<file path="src/rtl/core/dhz_pkg.sv">
package dhz_pkg;

    localparam int CH_W      = 8;
    localparam int NUM_CH    = 3;
    // remainder width covers 255 * (4 * 255) for the transmission divide
    localparam int DIV_W     = 18;
    localparam int QUO_W     = 8;
    // each divider stage resolves two quotient bits
    localparam int DIV_STEPS = QUO_W / 2;

    localparam logic [CH_W-1:0] AIR_RESET = 8'd255;
    localparam logic [CH_W-1:0] PIX_MAX   = 8'd255;
    // t8 at or below this value means t below 0.1, factor fixed at 10
    localparam logic [CH_W-1:0] LOW_T_MAX = 8'd25;

    typedef enum logic [0:0] {
        REG_EST_AIR    = 1'b0,
        REG_SMOOTH_AIR = 1'b1
    } cfg_reg_t;

    typedef struct packed {
        logic [CH_W-1:0] chan_zero;
        logic [CH_W-1:0] chan_one;
        logic [CH_W-1:0] chan_two;
        logic [CH_W-1:0] dark_value;
    } pix_t;

    typedef struct packed {
        logic [CH_W-1:0] out_zero;
        logic [CH_W-1:0] out_one;
        logic [CH_W-1:0] out_two;
        logic [CH_W-1:0] transmission;
    } res_t;

    typedef struct packed {
        logic [DIV_W-1:0] rem;
        logic [QUO_W-1:0] quo;
    } div_t;

endpackage

</file>
<file path="src/rtl/core/dehaze_pixel_recovery.sv">
// Per-pixel dark-channel-prior recovery. Each item carries three 8-bit colour
// channels and the filtered dark value; the result carries the three dehazed
// channels and the 8-bit transmission t8 = floor(255*(Ae - 0.75*d)/Ae), with
// t8 = 255 when Ae is 0 and t8 = 0 when 3*d >= 4*Ae. Channels are
// |(I - As)*255/t8 + As| truncated and clamped to 255, using a factor of 10
// when t8 <= 25. The block takes one item per clock while the output is not
// stalled. The pipeline holds two 8-bit restoring dividers (transmission,
// then the three channel divides side by side), each laid out as four stages
// of two quotient bits. Stalls back up stage by stage, so empty stages fill
// before pix_stall rises. Both airlight registers reset to 255 and are to be
// written only while no item is in flight.
module dehaze_pixel_recovery (
    input  logic              clk,
    input  logic              rst_n,
    input  logic              pix_valid,
    output logic              pix_stall,
    input  dhz_pkg::pix_t     pix,
    output logic              res_valid,
    input  logic              res_stall,
    output dhz_pkg::res_t     res,
    input  logic              cfg_we,
    input  dhz_pkg::cfg_reg_t cfg_addr,
    input  logic [7:0]        cfg_data
);
    import dhz_pkg::*;

    localparam int S_TDIV     = 1;
    localparam int S_MIX      = S_TDIV + DIV_STEPS + 1;
    localparam int S_RDIV     = S_MIX + 1;
    localparam int S_OUT      = S_RDIV + DIV_STEPS + 1;
    localparam int NUM_STAGES = S_OUT + 1;

    typedef logic [NUM_CH-1:0][CH_W-1:0] chans_t;
    typedef div_t [NUM_CH-1:0]           div_lanes_t;

    typedef struct packed {
        chans_t           chans;
        logic             ae_zero;
        logic             num_le0;
        logic [DIV_W-1:0] dsh;
    } tside_t;

    typedef struct packed {
        logic [NUM_CH-1:0][CH_W:0] diff;
        logic [2*CH_W-1:0]         prod;
        logic [CH_W-1:0]           t8;
    } mix_t;

    typedef struct packed {
        logic [CH_W-1:0]           t8;
        logic                      low;
        logic [NUM_CH-1:0]         sat;
        logic [NUM_CH-1:0][CH_W-1:0] lowv;
        logic [DIV_W-1:0]          dsh;
    } rside_t;

    // configuration
    logic [CH_W-1:0] est_air_reg;
    logic [CH_W-1:0] smooth_air_reg;

    always_ff @(posedge clk or negedge rst_n)
    begin
        if (!rst_n)
        begin
            est_air_reg    <= AIR_RESET;
            smooth_air_reg <= AIR_RESET;
        end
        else if (cfg_we)
        begin
            unique case (cfg_addr)
                REG_EST_AIR:    est_air_reg    <= cfg_data;
                REG_SMOOTH_AIR: smooth_air_reg <= cfg_data;
                default:        ;
            endcase
        end
    end

    // stage control
    logic [NUM_STAGES-1:0] vld_reg;
    logic [NUM_STAGES-1:0] vld_next;
    logic [NUM_STAGES:0]   rdy;

    always_comb
    begin
        rdy[NUM_STAGES] = !res_stall;
        for (int k = NUM_STAGES - 1; k >= 0; k--)
        begin
            rdy[k] = !vld_reg[k] || rdy[k+1];
        end
        vld_next[0] = rdy[0] ? pix_valid : vld_reg[0];
        for (int k = 1; k < NUM_STAGES; k++)
        begin
            vld_next[k] = rdy[k] ? vld_reg[k-1] : vld_reg[k];
        end
    end

    always_ff @(posedge clk or negedge rst_n)
    begin
        if (!rst_n)
        begin
            vld_reg <= '0;
        end
        else
        begin
            vld_reg <= vld_next;
        end
    end

    assign pix_stall = !rdy[0];
    assign res_valid = vld_reg[S_OUT];

    // datapath registers
    pix_t       in_reg;
    div_t       tdiv_reg  [DIV_STEPS+1];
    tside_t     tside_reg [DIV_STEPS+1];
    div_t       tdiv_step [DIV_STEPS];
    tside_t     tside_nx  [DIV_STEPS];
    mix_t       mix_reg;
    div_lanes_t rdiv_reg  [DIV_STEPS+1];
    rside_t     rside_reg [DIV_STEPS+1];
    div_lanes_t rdiv_step [DIV_STEPS];
    rside_t     rside_nx  [DIV_STEPS];
    res_t       res_reg;

    // transmission set-up: num = 4*Ae - 3*d, dividend 255*num, divisor 4*Ae
    logic [9:0]  den_w;
    logic [9:0]  dark3_w;
    logic [9:0]  num_w;
    div_t        tdiv_first;
    tside_t      tside_first;

    always_comb
    begin
        den_w   = {est_air_reg, 2'b00};
        dark3_w = {2'b00, in_reg.dark_value} + {1'b0, in_reg.dark_value, 1'b0};
        num_w   = den_w - dark3_w;
        tdiv_first.rem = {num_w, 8'h00} - {8'h00, num_w};
        tdiv_first.quo = '0;
        tside_first.chans   = {in_reg.chan_two, in_reg.chan_one, in_reg.chan_zero};
        tside_first.ae_zero = est_air_reg == '0;
        tside_first.num_le0 = dark3_w >= den_w;
        tside_first.dsh     = {1'b0, den_w, 7'h00};
    end

    for (genvar j = 0; j < DIV_STEPS; j++)
    begin : g_tdiv
        dhz_div_step u_step (
            .cur (tdiv_reg[j]),
            .dsh (tside_reg[j].dsh),
            .nxt (tdiv_step[j])
        );
        always_comb
        begin
            tside_nx[j]     = tside_reg[j];
            tside_nx[j].dsh = tside_reg[j].dsh >> 2;
        end
    end

    // transmission known: product As*t8 and channel differences
    logic [CH_W-1:0] t8_w;
    mix_t            mix_next;

    always_comb
    begin
        if (tside_reg[DIV_STEPS].ae_zero)
        begin
            t8_w = PIX_MAX;
        end
        else if (tside_reg[DIV_STEPS].num_le0)
        begin
            t8_w = '0;
        end
        else
        begin
            t8_w = tdiv_reg[DIV_STEPS].quo;
        end
        mix_next.t8   = t8_w;
        mix_next.prod = {8'h00, smooth_air_reg} * {8'h00, t8_w};
        for (int c = 0; c < NUM_CH; c++)
        begin
            mix_next.diff[c] = {1'b0, tside_reg[DIV_STEPS].chans[c]} - {1'b0, smooth_air_reg};
        end
    end

    // numerator |diff*255 + As*t8| and the low-transmission path
    logic signed [DIV_W-1:0] dx_w   [NUM_CH];
    logic signed [DIV_W-1:0] n_w    [NUM_CH];
    logic        [DIV_W-1:0] an_w   [NUM_CH];
    logic signed [12:0]      dx13_w [NUM_CH];
    logic signed [12:0]      v_w    [NUM_CH];
    logic        [12:0]      mag_w  [NUM_CH];
    div_lanes_t              rdiv_first;
    rside_t                  rside_first;

    always_comb
    begin
        rside_first.t8  = mix_reg.t8;
        rside_first.low = mix_reg.t8 <= LOW_T_MAX;
        rside_first.dsh = {3'b000, mix_reg.t8, 7'h00};
        for (int c = 0; c < NUM_CH; c++)
        begin
            dx_w[c]   = {{(DIV_W-CH_W-1){mix_reg.diff[c][CH_W]}}, mix_reg.diff[c]};
            n_w[c]    = (dx_w[c] <<< 8) - dx_w[c] + $signed({2'b00, mix_reg.prod});
            an_w[c]   = n_w[c][DIV_W-1] ? DIV_W'(-n_w[c]) : DIV_W'(n_w[c]);
            // quotient above 255 whenever |n| >= 256*t8
            rside_first.sat[c] = an_w[c] >= {2'b00, mix_reg.t8, 8'h00};
            rdiv_first[c].rem  = an_w[c];
            rdiv_first[c].quo  = '0;

            dx13_w[c] = {{(13-CH_W-1){mix_reg.diff[c][CH_W]}}, mix_reg.diff[c]};
            v_w[c]    = (dx13_w[c] <<< 3) + (dx13_w[c] <<< 1)
                        + $signed({5'b00000, smooth_air_reg});
            mag_w[c]  = v_w[c][12] ? 13'(-v_w[c]) : 13'(v_w[c]);
            rside_first.lowv[c] = (mag_w[c] > 13'd255) ? PIX_MAX : mag_w[c][CH_W-1:0];
        end
    end

    for (genvar j = 0; j < DIV_STEPS; j++)
    begin : g_rdiv
        for (genvar c = 0; c < NUM_CH; c++)
        begin : g_lane
            dhz_div_step u_step (
                .cur (rdiv_reg[j][c]),
                .dsh (rside_reg[j].dsh),
                .nxt (rdiv_step[j][c])
            );
        end
        always_comb
        begin
            rside_nx[j]     = rside_reg[j];
            rside_nx[j].dsh = rside_reg[j].dsh >> 2;
        end
    end

    // final selection
    logic [NUM_CH-1:0][CH_W-1:0] ch_out_w;
    res_t                        res_next;

    always_comb
    begin
        for (int c = 0; c < NUM_CH; c++)
        begin
            if (rside_reg[DIV_STEPS].low)
            begin
                ch_out_w[c] = rside_reg[DIV_STEPS].lowv[c];
            end
            else if (rside_reg[DIV_STEPS].sat[c])
            begin
                ch_out_w[c] = PIX_MAX;
            end
            else
            begin
                ch_out_w[c] = rdiv_reg[DIV_STEPS][c].quo;
            end
        end
        res_next.out_zero     = ch_out_w[0];
        res_next.out_one      = ch_out_w[1];
        res_next.out_two      = ch_out_w[2];
        res_next.transmission = rside_reg[DIV_STEPS].t8;
    end

    always_ff @(posedge clk)
    begin
        if (rdy[0])
        begin
            in_reg <= pix;
        end
        if (rdy[S_TDIV])
        begin
            tdiv_reg[0]  <= tdiv_first;
            tside_reg[0] <= tside_first;
        end
        for (int j = 0; j < DIV_STEPS; j++)
        begin
            if (rdy[S_TDIV+1+j])
            begin
                tdiv_reg[j+1]  <= tdiv_step[j];
                tside_reg[j+1] <= tside_nx[j];
            end
        end
        if (rdy[S_MIX])
        begin
            mix_reg <= mix_next;
        end
        if (rdy[S_RDIV])
        begin
            rdiv_reg[0]  <= rdiv_first;
            rside_reg[0] <= rside_first;
        end
        for (int j = 0; j < DIV_STEPS; j++)
        begin
            if (rdy[S_RDIV+1+j])
            begin
                rdiv_reg[j+1]  <= rdiv_step[j];
                rside_reg[j+1] <= rside_nx[j];
            end
        end
        if (rdy[S_OUT])
        begin
            res_reg <= res_next;
        end
    end

    assign res = res_reg;

endmodule

</file>
<file path="src/rtl/core/dhz_div_step.sv">
module dhz_div_step (
    input  dhz_pkg::div_t              cur,
    input  logic [dhz_pkg::DIV_W-1:0]  dsh,
    output dhz_pkg::div_t              nxt
);
    import dhz_pkg::*;

    logic             hi_bit;
    logic             lo_bit;
    logic [DIV_W-1:0] rem_mid;
    logic [DIV_W-1:0] dsh_lo;

    // two restoring steps; dsh is the divisor aligned to the higher bit
    always_comb
    begin
        dsh_lo  = dsh >> 1;
        hi_bit  = cur.rem >= dsh;
        rem_mid = hi_bit ? (cur.rem - dsh) : cur.rem;
        lo_bit  = rem_mid >= dsh_lo;
        nxt.rem = lo_bit ? (rem_mid - dsh_lo) : rem_mid;
        nxt.quo = {cur.quo[QUO_W-3:0], hi_bit, lo_bit};
    end

endmodule

</file>
<file path="config.mk">
export PLATFORM = sky130hd
export DESIGN_NAME = dehaze_pixel_recovery
export DESIGN_NICKNAME = d
export VERILOG_FILES = /design/src/rtl/core/dhz_pkg.sv /design/src/rtl/core/dehaze_pixel_recovery.sv /design/src/rtl/core/dhz_div_step.sv
export SDC_FILE = /design/constraint.sdc
export NUM_CORES = 2
export LEC_CHECK = 0
export BUFFER_PORTS_ARGS = -buffer_cell sky130_fd_sc_hd__buf_2
export CAP_MARGIN = 20
export CORE_AREA = 2 2 309 311
export CTS_CLUSTER_SIZE = 25
export DETAILED_ROUTE_END_ITERATION = 8
export DIE_AREA = 0 0 311 313
export HOLD_SLACK_MARGIN = 0.12
export PLACE_DENSITY = 0.77
export SLEW_MARGIN = 20
export SYNTH_ARGS = -nofsm -noshare
export SYNTH_HDL_FRONTEND = slang
export SYNTH_SLANG_ARGS = --single-unit
export TNS_END_PERCENT = 10
</file>
<file path="constraint.sdc">
create_clock -name clk -period 6.13 [get_ports clk]
set_input_delay 0.613 -clock clk [delete_from_list [all_inputs] [get_ports clk]]
set_output_delay 0.613 -clock clk [all_outputs]
set_load 0.05 [all_outputs]
</file>
# == Word level (Yosys, flattened, before mapping) ==
# Memories as Yosys holds them, arrays and structs flattened.
# Cells that the tools add are included.
# totals
mem_bits_ro,0
inputBits,46
latchBits,0
ram_bits,995
ff_bits,144
out_inout_bits,34
mem_count,4
# memory_table
name,depth,width,read_ports,rd_clocked_by_memory_dff,write_ports,line,rtl
rdiv_reg,5,78,5,0,5,dehaze_pixel_recovery.sv:119,div_lanes_t rdiv_reg [DIV_STEPS+1];
rside_reg,5,52,5,0,5,dehaze_pixel_recovery.sv:120,rside_t rside_reg [DIV_STEPS+1];
tside_reg,5,43,5,0,5,dehaze_pixel_recovery.sv:115,tside_t tside_reg [DIV_STEPS+1];
tdiv_reg,5,26,5,0,5,dehaze_pixel_recovery.sv:114,div_t tdiv_reg [DIV_STEPS+1];
# classes
n_mul,1
reduce_logical,31
muxes,69
order_cmp,40
eq_ne,0
add_sub_neg,56
shifts,0
n_bitwise,1
div_mod_pow,0
# op_table
cell,n
$mux 18,35
$ge 18x17->1,16
$ge 18x18->1,16
$sub 18x17->18,16
$sub 18x18->18,16
$mux 8,11
$add 18x17->18,3
$ge 18x16->1,3
$neg 18->18,3
$sub 17x9->18,3
$add 12x10->13,3
$add 13x9->13,3
$gt 13x8->1 const B,3
$mux 13,3
$neg 13->13,3
$sub 8x8->9,3
$mux 1,20
$sub 18x10->18,1
$mul 8x8->16,1
$logic_not 1->1,15
$logic_or 1x1->1,13
$add 8x9->10,1
$ge 10x10->1,1
$sub 10x10->10,1
4 further kinds,5

# == Depth between registers and ports, before layout ==
# logic_depth
depth_word,15
ltp_mapped,24

# == Modules after synthesis ==
# Synthesis repeated with hierarchy kept, for this count alone.
# hier_totals
cells_unflattened,7582
area_unflattened_um2,76352.0
# by_module_without_submodules
mod,cells_each,instances,area_each_um2,seq_area_each_um2
dehaze_pixel_recovery,2631,1,39517.9,26960.9
dhz_div_step (g_rdiv[1].g_lane[1].u_step ...),305,11,2257.2,0.0
dhz_div_step (g_rdiv[0].g_lane[0].u_step ...),320,4,2424.8,0.0
dhz_div_step (g_tdiv[1].u_step),316,1,2306.0,0.0

# == Worst setup path after synthesis ==
# Ideal clock, no wire load.
# synth_timing
path_kind,register to output
start,register vld_reg[12]
end,output pix_stall
setup_slack_ns,-0.941
arrival_ns,6.458
path_buffers,0
path_stages_with_launch,9
path_cell_list,dfrtp_1 -> and3_1 -> inv_1 -> nor2_1 -> and2_1 -> nand4_1 -> nor2_1 -> nand4_1 -> inv_1
# synth_via
elab_chain_len,15
# synth_lines
item,line,rtl
from (decl),dehaze_pixel_recovery.sv:79,logic [NUM_STAGES-1:0] vld_reg;
from (signal assigned),dehaze_pixel_recovery.sv:105,vld_reg <= vld_next;
$logic_not 1->1,dehaze_pixel_recovery.sv:88,rdy[k] = !vld_reg[k] || rdy[k+1];
$logic_or 1x1->1 (2 in a row),dehaze_pixel_recovery.sv:88,
net rdy[11],dehaze_pixel_recovery.sv:81,logic [NUM_STAGES:0] rdy;
$logic_or 1x1->1 (7 in a row),dehaze_pixel_recovery.sv:88,
net rdy[4],dehaze_pixel_recovery.sv:81,
$logic_or 1x1->1 (4 in a row),dehaze_pixel_recovery.sv:88,
$logic_not 1->1,dehaze_pixel_recovery.sv:109,assign pix_stall = !rdy[0];
to (decl),dehaze_pixel_recovery.sv:16,"output logic pix_stall,"
# The timed path passes the listed nets, and every way through them passes these cells.

==> flow_metrics.py <==
metrics = {
    "die": {
        "row_count": 113,
        "core_area_mm2": 0.0942,
        "die_area_mm2": 0.0973,
        "fp.dieW_um": 311,
        "initial_core_util_pct": 57.6,
        "die_h_um": 313,
        "pin_count": 80,
    },
    "global_routing": {
        "antenna_found_initial": 0,
        "track_usage_pct": 25.6,
        "first_global_vias": 37210,
        "grt-ovfl-total": 0,
        "grt_max_degree": 74,
        "grt_pass1_wl_um": 198000,
    },
    "sta": {
        "rsz0062_at_grt": "false",
        "finalHoldViolCount": 0,
        "fmax_mhz": 177,
        "worstMarginPinSlew_ns": 0.993,
        "setup_viol": 0,
        "period_needed_ns": 5.65,
        "fin_skew_ns": 0.0363,
        "finalSetupTns_ns": 0,
        "fin_crit_sh_pct": 92.2,
        "whs_ns": 0.156,
        "finalMaxSlewViolations": 0,
        "relSlewSlack_pct": 33.8,
    },
    "layout": {
        "final_cell_mix": "edfxtp_1 (825), ha_1 (476), inv_1 (430)",
        "largest_register_ffs": 276,
        "seq_area_mm2": 0.0255,
        "layout.nets": 5764,
        "final_common_cell": "edfxtp_1",
        "num-fill-cells": 7268,
        "drive_gt1_share_pct": 9.46,
        "syn_to_final_growth_pct": 10.4,
        "multi_input_area_mm2": 0.0268,
    },
    "setup_path": {
        "crit_path_end_kind": "flip-flop",
        "reg2reg_from": "rside_reg[0][114]",
        "path_max_fanout": 16,
        "worst-r2r-setup-slack_ns": 0.48,
        "crit_type": "flip-flop to flip-flop",
        "path_buf_inv": 1,
        "slowest_stage": "a2111oi_0",
        "startpoint": "rside_reg[0][114]",
        "cp.required_ns": 6.55,
        "cp.arrival_ns": 6.07,
        "start_kind": "flip-flop",
        "path_delay_family": "simple AND/OR/NAND/NOR gates",
        "critical_path.cell_chain": "inv_1 > ha_1 > or4_1 > or2_2 > nor3_1 > a21bo_2 > mux2_2 > ha_1 > a21o_1 > a21oi_1 > o21bai_1 > a2111oi_0 > o22ai_1 > nor3_1 > or3b_1 > mux2_2",
        "cpPeakStageDelay_ns": 0.66,
    },
    "clocking": {
        "clk_pin_slew_ns": 0.06,
        "postCtsHoldBufs": 32,
        "post_cts_buffers": 0,
        "tritoncts": "yes",
        "cts_root_buffer": "clkbuf_16",
        "clock-sinks": 854,
        "cts-resized-gates": 0,
        "clk_path_buf_depth": 3,
        "cts_made_buffers": 89,
        "htreeDepth": 3,
        "worst_skew_pair.late_latency_ns": 0.69,
    },
    "detailed_routing": {
        "first_pass_iters": 6,
        "drt_iter0_drc": 2781,
        "wl_per_cell_um": 19.4,
        "drc": 0,
        "routed_via_density": 5.88,
        "ant_nets": 0,
        "dr_total_vias": 38034,
        "drt-total-wl_um": 125000,
    },
    "logic_synthesis": {
        "synthFlopType": "edfxtp_1",
        "synth_compound_area_share_pct": 13.1,
        "synthSimpleGateAreaFrac_pct": 13.0,
        "synth_xor_area_share_pct": 5.46,
        "synth_seq_area_share_pct": 47.1,
        "synth_edf_count": 825,
        "synthMuxAreaShare_pct": 2.59,
        "async_reset_ff_share_pct": 3.40,
        "synth.distinct_cells": 98,
        "syn_avg_cell_area_um2": 11.0,
        "syn-cell-area_mm2": 0.0542,
        "yosys.area_share.adder_pct": 15.2,
        "yosysWarnings": 0,
        "ys_ff_latch": 854,
        "synth_cells": 4926,
        "synth_top_family_by_area": "adder cells",
    },
    "placed_design": {
        "numPortBuffers": 79,
        "dp_hpwl_um": 96300,
        "place_congestion": 0.942,
    },
    "min_path": {
        "min-delay-start": "pix[20]",
        "min_path_type": "primary input to flip-flop",
    },
    "run_status": {
        "status": "finished, final reports clean",
    },
    "run": {
        "maxCapViolCount": 0,
    },
}
## final timing paths
path | end | depth (start not counted)
max | rdiv_reg[0][301] | 16
min reg2reg | tside_reg[0][206] | 0
max reg2reg | rdiv_reg[0][301] | 16
max in group asynchronous | vld_reg[12] | 2
min | in_reg[20] | 1
min in group asynchronous | vld_reg[4] | 2
## final cells by class
type / instances / share of cell area [%]
diodes: 1 / 0.00418
clock buffers: 112 / 4.02
clock inverters: 51 / 0.947
inverters: 438 / 2.76
multi-input cells: 3557 / 44.8
flip-flops and latches: 854 / 42.7
well taps: 1265 / 2.65
repair buffers: 189 / 2.18
## cells by family after synthesis
| family | count (synthesis) |
|---|---|
| other cells | 1 |
| simple gates | 1394 |
| fa+ha+maj | 589 |
| compound gates | 1105 |
| xor+xnor | 338 |
| flops | 854 |
| buf+inv | 517 |
| mux | 128 |
## cell usage after synthesis, types with 95 or more instances
master	instances	area (um^2)
a21oi_1	281	1410
nor2_1	354	1330
inv_1	435	1630
fa_1	113	2260
xor2_1	123	1080
nor3_1	106	531
xnor2_1	215	1880
o21ai_0	284	1420
a21o_1	110	826
nand2_1	329	1230
ha_1	476	5960
edfxtp_1	825	24800
mux2_2	95	1070
## layer usage
layer | part of all wire [%] | vias up | global-route usage, %
met5 | 0 | - | 0
met4 | 5.7 | 0 | 13.4
met3 | 4.3 | 316 | 3.00
met2 | 49 | 1103 | 44.8
met1 | 41 | 18115 | 31.2
li1 | - | 18500 | -
## stage by stage
step           utilization, %  setup WS [ns]  cells  instance area [um^2]
3_3_place_gp             60.0          0.605   6271                 56500
4_1_cts                  63.5          0.536   6466                 59800
6_report                 63.5          0.476   6467                 59800
2_1_floorplan               -         -0.607   4928                 54200
5_1_grt                  63.5         0.0883   6466                 59800
3_5_place_dp             60.0          0.582   6271                 56500
## worst reg2reg max path, stage by stage (launching register included)
cell and delay, ns:
edfxtp_1 0.35, inv_1 0.06, ha_1 0.22, or4_1 0.46, or2_2 0.34, nor3_1 0.26, a21bo_2 0.37, mux2_2 0.32
ha_1 0.34, a21o_1 0.20, a21oi_1 0.22, o21bai_1 0.11, a2111oi_0 0.66, o22ai_1 0.27, nor3_1 0.25, or3b_1 0.62
mux2_2 0.36
Power is not shown: default switching activity piles up to over one toggle a cycle in this logic, so the estimate is an artifact.
